$ cat config.mk
export PLATFORM = sky130hd
export DESIGN_NAME = alert_melody_sequencer
export DESIGN_NICKNAME = d
export VERILOG_FILES = /design/src/rtl/ams_pkg.sv /design/src/rtl/alert_melody_sequencer.sv /design/src/rtl/ams_cfg.sv /design/src/rtl/ams_step.sv
export SDC_FILE = /design/constraint.sdc
export NUM_CORES = 1
export LEC_CHECK = 0
export BUFFER_PORTS_ARGS = -buffer_cell sky130_fd_sc_hd__buf_4
export CAP_MARGIN = 20
export CORE_MARGIN = 2
export CORE_UTILIZATION = 47
export CTS_CLUSTER_SIZE = 12
export DETAILED_ROUTE_END_ITERATION = 8
export PLACE_DENSITY = 0.7
export SYNTH_ARGS = -nofsm -noshare
export SYNTH_HDL_FRONTEND = slang
export SYNTH_SLANG_ARGS = --single-unit
$ cat constraint.sdc
create_clock -name i_clk -period 4.3 [get_ports i_clk]
set_input_delay 0.645 -clock i_clk [delete_from_list [all_inputs] [get_ports i_clk]]
set_output_delay 0.645 -clock i_clk [all_outputs]
set_load 0.01 [all_outputs]
$ cat src/rtl/ams_pkg.sv
`timescale 1ns / 1ps

package ams_pkg;

    localparam int MELODY_STEPS = 8;
    localparam int KEY_COUNT    = 16;
    localparam int MELODY_LEN   = (MELODY_STEPS > 8) ? 8 : ((MELODY_STEPS < 1) ? 1 : MELODY_STEPS);

    localparam int KEY_NOTE_MS  = 25;
    localparam int BEEP_HZ      = 150;
    localparam int BEEP_MS      = 100;

    typedef enum logic [2:0] {
        OP_TICK    = 3'd0,
        OP_MESSAGE = 3'd1,
        OP_KEY     = 3'd2,
        OP_SILENCE = 3'd3,
        OP_BEEP    = 3'd4
    } t_opcode;

    typedef enum logic [1:0] {
        ACT_NONE    = 2'd0,
        ACT_TONE    = 2'd1,
        ACT_TIMED   = 2'd2,
        ACT_SILENCE = 2'd3
    } t_action;

    typedef struct packed {
        logic sound_enable;
        logic keypad_sound_enable;
        logic game_running;
    } t_cfg;

    typedef struct packed {
        logic        running;
        logic        alert_flag;
        logic [2:0]  step_index;
        logic [20:0] step_time_us;
    } t_seq_state;

    typedef struct packed {
        t_action    action;
        logic [9:0] tone_hz;
        logic [6:0] tone_ms;
        logic       melody_running;
        logic       alert_on;
    } t_result;

    function automatic logic [9:0] melody_hz(input logic [2:0] idx);
        logic [9:0] hz;
        case (idx)
            3'd0:    hz = 10'd988;
            3'd1:    hz = 10'd0;
            3'd2:    hz = 10'd494;
            3'd3:    hz = 10'd523;
            3'd4:    hz = 10'd0;
            3'd5:    hz = 10'd392;
            3'd6:    hz = 10'd0;
            default: hz = 10'd523;
        endcase
        return hz;
    endfunction

    function automatic logic [18:0] melody_us(input logic [2:0] idx);
        logic [18:0] us;
        case (idx)
            3'd0, 3'd2, 3'd3, 3'd5, 3'd6: us = 19'd100000;
            3'd1, 3'd4:                   us = 19'd50000;
            default:                      us = 19'd500000;
        endcase
        return us;
    endfunction

    function automatic logic [9:0] key_hz(input logic [3:0] key);
        logic [9:0] hz;
        case (key)
            4'd0:    hz = 10'd262;
            4'd1:    hz = 10'd294;
            4'd2:    hz = 10'd330;
            4'd3:    hz = 10'd349;
            4'd4:    hz = 10'd392;
            4'd5:    hz = 10'd440;
            4'd6:    hz = 10'd494;
            4'd7:    hz = 10'd523;
            4'd8:    hz = 10'd587;
            4'd9:    hz = 10'd659;
            4'd10:   hz = 10'd698;
            4'd11:   hz = 10'd784;
            4'd12:   hz = 10'd494;
            4'd13:   hz = 10'd494;
            4'd14:   hz = 10'd523;
            default: hz = 10'd440;
        endcase
        return hz;
    endfunction

endpackage

$ cat src/rtl/alert_melody_sequencer.sv
`timescale 1ns / 1ps

// Alert melody sequencer: turns a stream of buzzer events into speaker commands.
// Input channel: i_in_valid / o_in_stall with opcode, key index and elapsed time.
// A transaction completes when i_in_valid is high and o_in_stall is low.
// Output channel: o_out_valid / i_out_stall; every event gives exactly one command
// (action, tone frequency, tone length, and the running and alert flags after it).
// Configuration is a plain write port (i_cfg_we, i_cfg_index, i_cfg_data); the user
// must write it only while no event is in flight, which the block does not enforce.
// An event is first held in the input register; the state update and command decode
// then write the result register.
// Throughput is one event per cycle unless the receiver stalls; the state registers
// are written in the same cycle as the command, so the next event sees them at once.
// When the receiver stalls, the result register holds; an empty input register still
// takes one event, after which o_in_stall is high until the result is taken.
// Synchronous reset clears the melody state, both valid flags and restores the
// settings to sound on, keypad sounds on and no game running.

module alert_melody_sequencer (
    input  logic        i_clk,
    input  logic        i_rst_n,
    input  logic        i_in_valid,
    output logic        o_in_stall,
    input  logic [2:0]  i_opcode,
    input  logic [3:0]  i_key_index,
    input  logic [19:0] i_elapsed_us,
    output logic        o_out_valid,
    input  logic        i_out_stall,
    output logic [1:0]  o_action,
    output logic [9:0]  o_tone_hz,
    output logic [6:0]  o_tone_ms,
    output logic        o_melody_running,
    output logic        o_alert_on,
    input  logic        i_cfg_we,
    input  logic [1:0]  i_cfg_index,
    input  logic        i_cfg_data
);
    import ams_pkg::*;

    t_cfg        cfg;
    t_seq_state  r_state;
    t_seq_state  n_state;
    t_result     n_result;
    t_result     r_result;

    logic        r_in_valid;
    logic [2:0]  r_opcode;
    logic [3:0]  r_key_index;
    logic [19:0] r_elapsed_us;
    logic        r_out_valid;

    logic out_free;
    logic advance;
    logic in_take;

    assign out_free   = !r_out_valid || !i_out_stall;
    assign advance    = r_in_valid && out_free;
    assign o_in_stall = r_in_valid && !out_free;
    assign in_take    = i_in_valid && !o_in_stall;

    ams_cfg u_cfg (
        .i_clk       (i_clk),
        .i_rst_n     (i_rst_n),
        .i_cfg_we    (i_cfg_we),
        .i_cfg_index (i_cfg_index),
        .i_cfg_data  (i_cfg_data),
        .o_cfg       (cfg)
    );

    ams_step u_step (
        .i_cfg        (cfg),
        .i_state      (r_state),
        .i_opcode     (r_opcode),
        .i_key_index  (r_key_index),
        .i_elapsed_us (r_elapsed_us),
        .o_state      (n_state),
        .o_result     (n_result)
    );

    always_ff @(posedge i_clk) begin
        if (!i_rst_n) begin
            r_in_valid <= 1'b0;
        end else if (in_take) begin
            r_in_valid <= 1'b1;
        end else if (advance) begin
            r_in_valid <= 1'b0;
        end
    end

    always_ff @(posedge i_clk) begin
        if (in_take) begin
            r_opcode     <= i_opcode;
            r_key_index  <= i_key_index;
            r_elapsed_us <= i_elapsed_us;
        end
    end

    always_ff @(posedge i_clk) begin
        if (!i_rst_n) begin
            r_state     <= '0;
            r_out_valid <= 1'b0;
        end else begin
            if (advance) begin
                r_state <= n_state;
            end
            if (out_free) begin
                r_out_valid <= r_in_valid;
            end
        end
    end

    always_ff @(posedge i_clk) begin
        if (advance) begin
            r_result <= n_result;
        end
    end

    assign o_out_valid      = r_out_valid;
    assign o_action         = r_result.action;
    assign o_tone_hz        = r_result.tone_hz;
    assign o_tone_ms        = r_result.tone_ms;
    assign o_melody_running = r_result.melody_running;
    assign o_alert_on       = r_result.alert_on;

endmodule

$ cat src/rtl/ams_cfg.sv
`timescale 1ns / 1ps

module ams_cfg (
    input  logic          i_clk,
    input  logic          i_rst_n,
    input  logic          i_cfg_we,
    input  logic [1:0]    i_cfg_index,
    input  logic          i_cfg_data,
    output ams_pkg::t_cfg o_cfg
);
    import ams_pkg::*;

    localparam logic [1:0] REG_SOUND  = 2'd0;
    localparam logic [1:0] REG_KEYPAD = 2'd1;
    localparam logic [1:0] REG_GAME   = 2'd2;

    t_cfg r_cfg;

    always_ff @(posedge i_clk) begin
        if (!i_rst_n) begin
            r_cfg.sound_enable        <= 1'b1;
            r_cfg.keypad_sound_enable <= 1'b1;
            r_cfg.game_running        <= 1'b0;
        end else if (i_cfg_we) begin
            case (i_cfg_index)
                REG_SOUND:  r_cfg.sound_enable        <= i_cfg_data;
                REG_KEYPAD: r_cfg.keypad_sound_enable <= i_cfg_data;
                REG_GAME:   r_cfg.game_running        <= i_cfg_data;
                default: ;
            endcase
        end
    end

    assign o_cfg = r_cfg;

endmodule

$ cat src/rtl/ams_step.sv
`timescale 1ns / 1ps

module ams_step (
    input  ams_pkg::t_cfg       i_cfg,
    input  ams_pkg::t_seq_state i_state,
    input  logic [2:0]          i_opcode,
    input  logic [3:0]          i_key_index,
    input  logic [19:0]         i_elapsed_us,
    output ams_pkg::t_seq_state o_state,
    output ams_pkg::t_result    o_result
);
    import ams_pkg::*;

    t_seq_state n_state;
    t_action    n_action;
    logic [9:0] n_hz;
    logic [6:0] n_ms;
    logic [20:0] sum_us;
    logic [3:0]  next_step;
    logic [2:0]  wrap_step;
    logic        keep_running;

    always_comb begin
        n_state      = i_state;
        n_action     = ACT_NONE;
        n_hz         = '0;
        n_ms         = '0;
        sum_us       = i_state.step_time_us + 21'(i_elapsed_us);
        next_step    = {1'b0, i_state.step_index} + 4'd1;
        wrap_step    = (32'(next_step) >= MELODY_LEN) ? 3'd0 : next_step[2:0];
        keep_running = i_state.alert_flag || (32'(next_step) < MELODY_LEN);

        case (t_opcode'(i_opcode))
            OP_TICK: begin
                if (i_state.running) begin
                    if (!i_cfg.sound_enable) begin
                        // Step position and time are left where they were.
                        n_state.running    = 1'b0;
                        n_state.alert_flag = 1'b0;
                        n_action           = ACT_SILENCE;
                    end else if ({2'b00, sum_us} >= {4'd0, melody_us(i_state.step_index)}) begin
                        n_state.step_index   = wrap_step;
                        n_state.step_time_us = '0;
                        n_state.running      = keep_running;
                        if (!keep_running || melody_hz(wrap_step) == 10'd0) begin
                            n_action = ACT_SILENCE;
                        end else begin
                            n_action = ACT_TONE;
                            n_hz     = melody_hz(wrap_step);
                        end
                    end else begin
                        n_state.step_time_us = sum_us;
                    end
                end
            end
            OP_MESSAGE: begin
                if (i_cfg.sound_enable) begin
                    n_state.running      = 1'b1;
                    n_state.alert_flag   = 1'b1;
                    n_state.step_index   = '0;
                    n_state.step_time_us = '0;
                    if (melody_hz(3'd0) == 10'd0) begin
                        n_action = ACT_SILENCE;
                    end else begin
                        n_action = ACT_TONE;
                        n_hz     = melody_hz(3'd0);
                    end
                end
            end
            OP_KEY: begin
                if (!i_cfg.game_running && i_cfg.sound_enable) begin
                    if (i_cfg.keypad_sound_enable && 32'(i_key_index) < KEY_COUNT) begin
                        n_action = ACT_TIMED;
                        n_hz     = key_hz(i_key_index);
                        n_ms     = 7'(KEY_NOTE_MS);
                    end else begin
                        n_action = ACT_SILENCE;
                    end
                    n_state = '0;
                end
            end
            OP_SILENCE: begin
                n_action = ACT_SILENCE;
                n_state  = '0;
            end
            OP_BEEP: begin
                if (i_cfg.sound_enable && i_cfg.keypad_sound_enable) begin
                    n_action = ACT_TIMED;
                    n_hz     = 10'(BEEP_HZ);
                    n_ms     = 7'(BEEP_MS);
                end
            end
            default: ;
        endcase
    end

    assign o_state                 = n_state;
    assign o_result.action         = n_action;
    assign o_result.tone_hz        = n_hz;
    assign o_result.tone_ms        = n_ms;
    assign o_result.melody_running = n_state.running;
    assign o_result.alert_on       = n_state.alert_flag;

endmodule

==> flow_summary.json, run 1 <==
{
  "slew_headroom_pct": 38.7,
  "dieArea_um2": 11200,
  "endpoint_kind": "flip-flop",
  "groute.usage.overall_pct": 18.5,
  "core_area_um2": 10200,
  "ys_seq_area_share_pct": 43.4,
  "syn_area_per_cell_um2": 10.2,
  "numPortBuffers": 56,
  "hold_viol_final": 0,
  "ir_drop_mv": 0.150,
  "cts_tree": "built",
  "start_util_pct": 47.7,
  "nFillCells": 928,
  "synth_ff_type": "edfxtp_1",
  "final_util_pct": 56.4,
  "wire_per_inst_um": 15.1,
  "drv_slew": 0,
  "nets": 615,
  "worstPathRequired_ns": 4.42,
  "violations": "negative setup slack",
  "cts_htree_levels": 3,
  "syn_to_final_growth_pct": 18.2,
  "path_cells": "ha_4 > inv_2 > fa_2 > nor2b_2 > o31a_1 > o21a_1 > o21ai_0 > a21oi_1 > nor2_2 > ha_1 > nand4_1 > nor4_1 > a2111oi_1 > o211a_1 > a31oi_1 > nor3_2 > buf_6 > nor2_4 > a221o_1",
  "critPathMaxFanout": 6,
  "fin_ws_ns": -0.0625,
  "synth_area_um2": 4860,
  "clkTransAtPathRegs_ns": 0.08,
  "cts_buffers": 9,
  "synth.area.top_cells": "edfxtp_1, dfxtp_1, ha_1",
  "p_leak_nw": 2.41,
  "finClkSkew_ns": 0.00883,
  "ys_types": 71,
  "power_density_nw_per_um2": 304,
  "synth_top_area_share_pct": 26.6,
  "status": "complete, but fails checks",
  "cts_sinks": 84,
  "drt-initial-drc-count": 163,
  "slowest_stage": "edfxtp_1",
  "period_share_pct": 101,
  "hp-class": "in2reg",
  "place_area_um2": 5390,
  "period_minus_slack_ns": 4.36,
  "grt_max_degree": 30,
  "clockBufferDepth": 2,
  "final-setup-viol-count": 21,
  "postCtsHoldBufs": 0,
  "io_pins": 58,
  "dp_hpwl_um": 7410,
  "globalplace.congestion": 0.841,
  "via_count": 3838,
  "criticalPathCategory": "reg2reg",
  "n_antenna_cell": 0,
  "synth_nets": 555,
  "synth_edf_count": 43,
  "grt_first_pass_wirelength_um": 16600,
  "max_stage_delay_ns": 0.43,
  "dieWidth_um": 106,
  "worst_pin_slew_ns": 0.893,
  "die_h_um": 106,
  "root_buffer": "clkbuf_8",
  "antenna_found_initial": 0,
  "finalPower_mw": 1.75,
  "cp.arrival_ns": 4.48,
  "synthCells": 476,
  "fmax_mhz": 229,
  "cap_violations": 0,
  "ys_ff_latch": 84,
  "layout-drive-gt1-share_pct": 22.0,
  "yosys_warnings": 0,
  "overflow": 0,
  "finalInstanceArea_um2": 5750,
  "synth_top_area_cell": "edfxtp_1",
  "cp-start-kind": "flip-flop",
  "finalWirelength_um": 10200,
  "vias_per_cell": 5.67,
  "clk_latency_ns": 0.36,
  "synthArstFlopShare_pct": 0,
  "antenna_left": 0,
  "holdWs_ns": 0.450,
  "drc": 0,
  "firstDrtPassIters": 4,
  "first_global_vias": 3529,
  "rows": 37
}
[cells by family after synthesis]
kind of cell | count (synthesis) | synth area share (%)
xor gates and xnor gates | 14 | 2.52
AOI/OAI and AO/OA | 149 | 21.8
muxes | 11 | 2.27
adders and majority gates | 44 | 11.5
buffers and inverters | 44 | 4.32
and+or+nand+nor | 129 | 14.1
other | 1 | 0.0771
DFF | 84 | 43.4
[cell usage after synthesis (8+ instances only)]
cell	instances
a22o_1	15
nor3_1	8
a21oi_1	34
edfxtp_1	43
xnor2_1	10
o21a_1	12
nand3_1	10
ha_1	43
nor2_1	28
o21ai_0	20
nand2_1	37
clkbuf_1	13
dfxtp_1	41
inv_1	23
mux2i_1	11
o21ai_1	8
[report_power, final]
part	internal, mW	switching, mW	total [mW]
registers	0.885	0.0193	0.904
logic	0.0964	0.113	0.209
clock network	0.353	0.280	0.634
[what timing repair did]
| action | in CTS | in global routing |
|---|---|---|
| endpoints found under the hold margin | 0 | 0 |
| buffers inserted | 0 | 5 |
| resized for setup | 0 | 18 |
| setup endpoints to repair | 0 | 35 |
[placed cells by master (no fill, tap or decap), types with 15 or more instances in the layout]
cell type | Yosys | routed
a21oi_1 | 34 | 32
a22o_1 | 15 | 15
buf_4 | 5 | 67
dfxtp_1 | 41 | 40
edfxtp_1 | 43 | 43
ha_1 | 43 | 42
inv_1 | 23 | 22
nand2_1 | 37 | 37
nor2_1 | 28 | 27
o21ai_0 | 20 | 20
[critical path: cells and delay by family (launching register included)]
| kind | cells | cell delay [ns] |
|---|---|---|
| and+or+nand+nor | 6 | 0.70 |
| AOI/OAI and AO/OA | 8 | 2.07 |
| buffers and inverters | 2 | 0.24 |
| adders and majority gates | 3 | 0.67 |
| DFF | 1 | 0.43 |
[routing by layer]
| layer | up-vias | share of wire (%) | track usage, % |
|---|---|---|---|
| met4 | 0 | 2.1 | 8.93 |
| li1 | 1894 | - | - |
| met3 | 15 | 4.3 | 2.91 |
| met5 | - | 0 | 0 |
| met2 | 112 | 48 | 30.9 |
| met1 | 1817 | 45 | 23.4 |
[stage by stage]
stage                     TNS, ns  worst slack [ns]  std cells
after floorplan                 0             0.497        476
after global placement          0             0.223        654
after detailed placement        0            0.0799        654
after CTS                       0            0.0412        670
after global routing        -2.90            -0.150        677
final                      -0.488           -0.0625        677
[area by class of cell]
type | count | area (µm²) | share of cell area, %
Multi-Input combinational cell | 348 | 2610 | 45.4
Tap cell | 136 | 170 | 2.96
Inverter | 23 | 86.3 | 1.50
Clock buffer | 13 | 191 | 3.33
Sequential cell | 84 | 2110 | 36.8
Clock inverter | 3 | 40.0 | 0.697
Timing Repair Buffer | 70 | 539 | 9.38
[path summary, 6_finish.rpt]
kind	from	endpoint	slack, ns	cells past startpoint
min	i_elapsed_us[2]	r_elapsed_us[2]	0.45	1
max reg2reg	r_elapsed_us[0]	o_action[1]	-0.06	19
min reg2reg	r_state[11]	r_state[11]	0.46	2
max	r_elapsed_us[0]	o_action[1]	-0.06	19
(Power assumes the default switching activity.)
==> run 2: changes to the inputs <==
Settings changed: ABC_AREA from default to 1, PLACE_DENSITY 0.7 to 0.69, SKIP_CTS_REPAIR_TIMING from default to 1.
==> flow_summary.json, run 2 <==
{
  "status": "completed",
  "synth_top_area_cell": "edfxtp_1",
  "slew_headroom_pct": 26.7,
  "globalplace.congestion": 0.932,
  "slowest_stage": "fa_1",
  "grt_first_pass_wirelength_um": 17800,
  "cap_violations": 0,
  "dp_hpwl_um": 8160,
  "synth_nets": 704,
  "clk_latency_ns": 0.38,
  "drv_slew": 0,
  "synth_top_area_share_pct": 25.3,
  "rows": 38,
  "ys_ff_latch": 84,
  "synth_edf_count": 43,
  "cts_buffers": 9,
  "ir_drop_mv": 0.245,
  "root_buffer": "clkbuf_8",
  "p_leak_nw": 2.69,
  "fin_ws_ns": 0.347,
  "use_met2_pct": 30.2,
  "worst_pin_slew_ns": 1.09,
  "cts_htree_levels": 3,
  "syn_area_per_cell_um2": 8.16,
  "hp-class": "in2reg",
  "use_met3_pct": 5.24,
  "numPortBuffers": 56,
  "drc": 0,
  "holdPathStages": 1,
  "synth.area.top_cells": "edfxtp_1, dfxtp_1, ha_1",
  "nFillCells": 1003,
  "grt_max_degree": 29,
  "cp.arrival_ns": 4.20,
  "endpoint_kind": "flip-flop",
  "finClkSkew_ns": 0.0141,
  "busiest_layer": "met2",
  "critPathMaxFanout": 7,
  "synth_commonest_cells": "nand2_1, inv_1, a21oi_1, edfxtp_1, ha_1",
  "overflow": 0,
  "ys_seq_area_share_pct": 41.4,
  "synth_ff_type": "edfxtp_1",
  "ys_types": 45,
  "firstDrtPassIters": 5,
  "syn_to_final_growth_pct": 15.9,
  "critPathCapture": "o_tone_hz[9]",
  "hold_viol_final": 0,
  "yosysMostFrequentCell": "nand2_1",
  "groute.usage.overall_pct": 19.4,
  "vias_per_cell": 5.01,
  "first_global_vias": 3927,
  "die_h_um": 108,
  "dieArea_um2": 11700,
  "core_area_um2": 10700,
  "final-setup-viol-count": 0,
  "synth_area_um2": 5100,
  "n_antenna_cell": 0,
  "antenna_left": 0,
  "wire_per_inst_um": 13.1,
  "dieWidth_um": 108,
  "cts_sinks": 84,
  "max_stage_delay_ns": 0.40,
  "period_minus_slack_ns": 3.95,
  "grtUsageMet1_pct": 25.9,
  "clkTransAtPathRegs_ns": 0.09,
  "synthArstFlopShare_pct": 0,
  "antenna_found_initial": 0,
  "power_density_nw_per_um2": 304,
  "finalWirelength_um": 10800,
  "yosys_warnings": 0,
  "startpoint": "r_state[0]",
  "period_share_pct": 91.9,
  "via_count": 4148,
  "rr_worst_depth": 26,
  "io_pins": 58,
  "clockBufferDepth": 2,
  "cp-start-kind": "flip-flop",
  "final_cell_mix": "nand2_1, inv_1, buf_4",
  "ff2ff_setup_slack_ns": 0.35,
  "rsz0062_at_grt": "false",
  "criticalPathCategory": "reg2reg",
  "final_common_cell": "nand2_1",
  "rr_startpoint": "r_state[0]",
  "fmax_mhz": 253,
  "layout-drive-gt1-share_pct": 18.3,
  "worstPathRequired_ns": 4.55,
  "synthCells": 625,
  "dp_slack_ns": 0.379,
  "nets": 762,
  "cts_tree": "built",
  "reg2reg_to": "o_tone_hz[9]",
  "cp_common_cell": "nand2_1",
  "start_util_pct": 47.6,
  "tns_ns": 0,
  "drt-initial-drc-count": 278
}
## run 2: cell types whose count changed after synthesis, moves of 7 or more
cell | before | now
mux2i_1 | 11 | 0
a22o_1 | 15 | 0
nand3_1 | 10 | 32
nand2_2 | 0 | 21
nand4_1 | 3 | 10
a21oi_2 | 1 | 11
nand2_1 | 37 | 142
o21a_1 | 12 | 0
inv_1 | 23 | 94
a21oi_1 | 34 | 47
clkbuf_1 | 13 | 5
## run 2: layer usage
| metal | vias up | wire, µm | part of all wire, % |
|---|---|---|---|
| met5 | - | 0 | 0 |
| met4 | 0 | 174 | 1.6 |
| met3 | 12 | 580 | 5.4 |
| met2 | 103 | 4880 | 45 |
| met1 | 1859 | 5180 | 48 |
| li1 | 2174 | - | - |
## run 2: logic make-up after synthesis
group	Yosys count	share of synthesized area, %
buf+inv	108	8.64
xor+xnor	14	2.41
compound gates	102	11.8
fa+ha+maj	44	10.9
simple gates	272	24.7
other cells	1	0.0736
flops	84	41.4
## run 2: power breakdown
group	internal, mW	leakage, nW	switching [mW]	total [mW]
clock network	0.390	0.123	0.294	0.684
registers	0.886	0.751	0.0162	0.902
logic	0.0838	1.81	0.128	0.212
total	1.36	2.69	0.438	1.80
## run 2: through the flow
| step | instances | total power [mW] | hold WS (ns) | area, µm² | util (%) |
|---|---|---|---|---|---|
| 5_1_grt | 828 | 1.88 | 0.407 | 5910 | 55.2 |
| 4_1_cts | 828 | 1.82 | 0.409 | 5880 | 55.0 |
| 6_report | 828 | 1.80 | 0.432 | 5910 | 55.2 |
| 3_5_place_dp | 812 | 1.13 | 0.457 | 5640 | 52.7 |
| 2_1_floorplan | 625 | 1.05 | 0.423 | 5100 | - |
| 3_3_place_gp | 812 | 1.13 | 0.436 | 5640 | 52.7 |
## run 2: area by class of cell
cell class	instances	area [µm²]	area share, %
Timing Repair Buffer	58	435	7.37
Multi-Input combinational cell	433	2570	43.6
Clock buffer	9	124	2.10
Inverter	97	364	6.16
Sequential cell	84	2110	35.7
Tap cell	140	175	2.96
Clock inverter	7	123	2.08
## run 2: worst min-delay path by stage
stage	end	slack [ns]	from
CTS	r_elapsed_us[9]	0.41	i_elapsed_us[9]
global placement	r_state[19]	0.44	r_state[19]
finish	r_elapsed_us[9]	0.43	i_elapsed_us[9]
floorplan	r_state[19]	0.42	r_state[19]
global route	r_elapsed_us[9]	0.41	i_elapsed_us[9]
detailed placement	r_state[19]	0.46	r_state[19]
## run 2: critical path: cells and delay by family, from the launching register on
family                   cells  cell delay [ns]
AO/OA/AOI/OAI                3             0.53
XOR/XNOR                     1             0.17
adder cells (fa/ha/maj)      3             0.88
buffers and inverters        3             0.23
flip-flops                   1             0.34
AND/OR/NAND/NOR             16             1.68
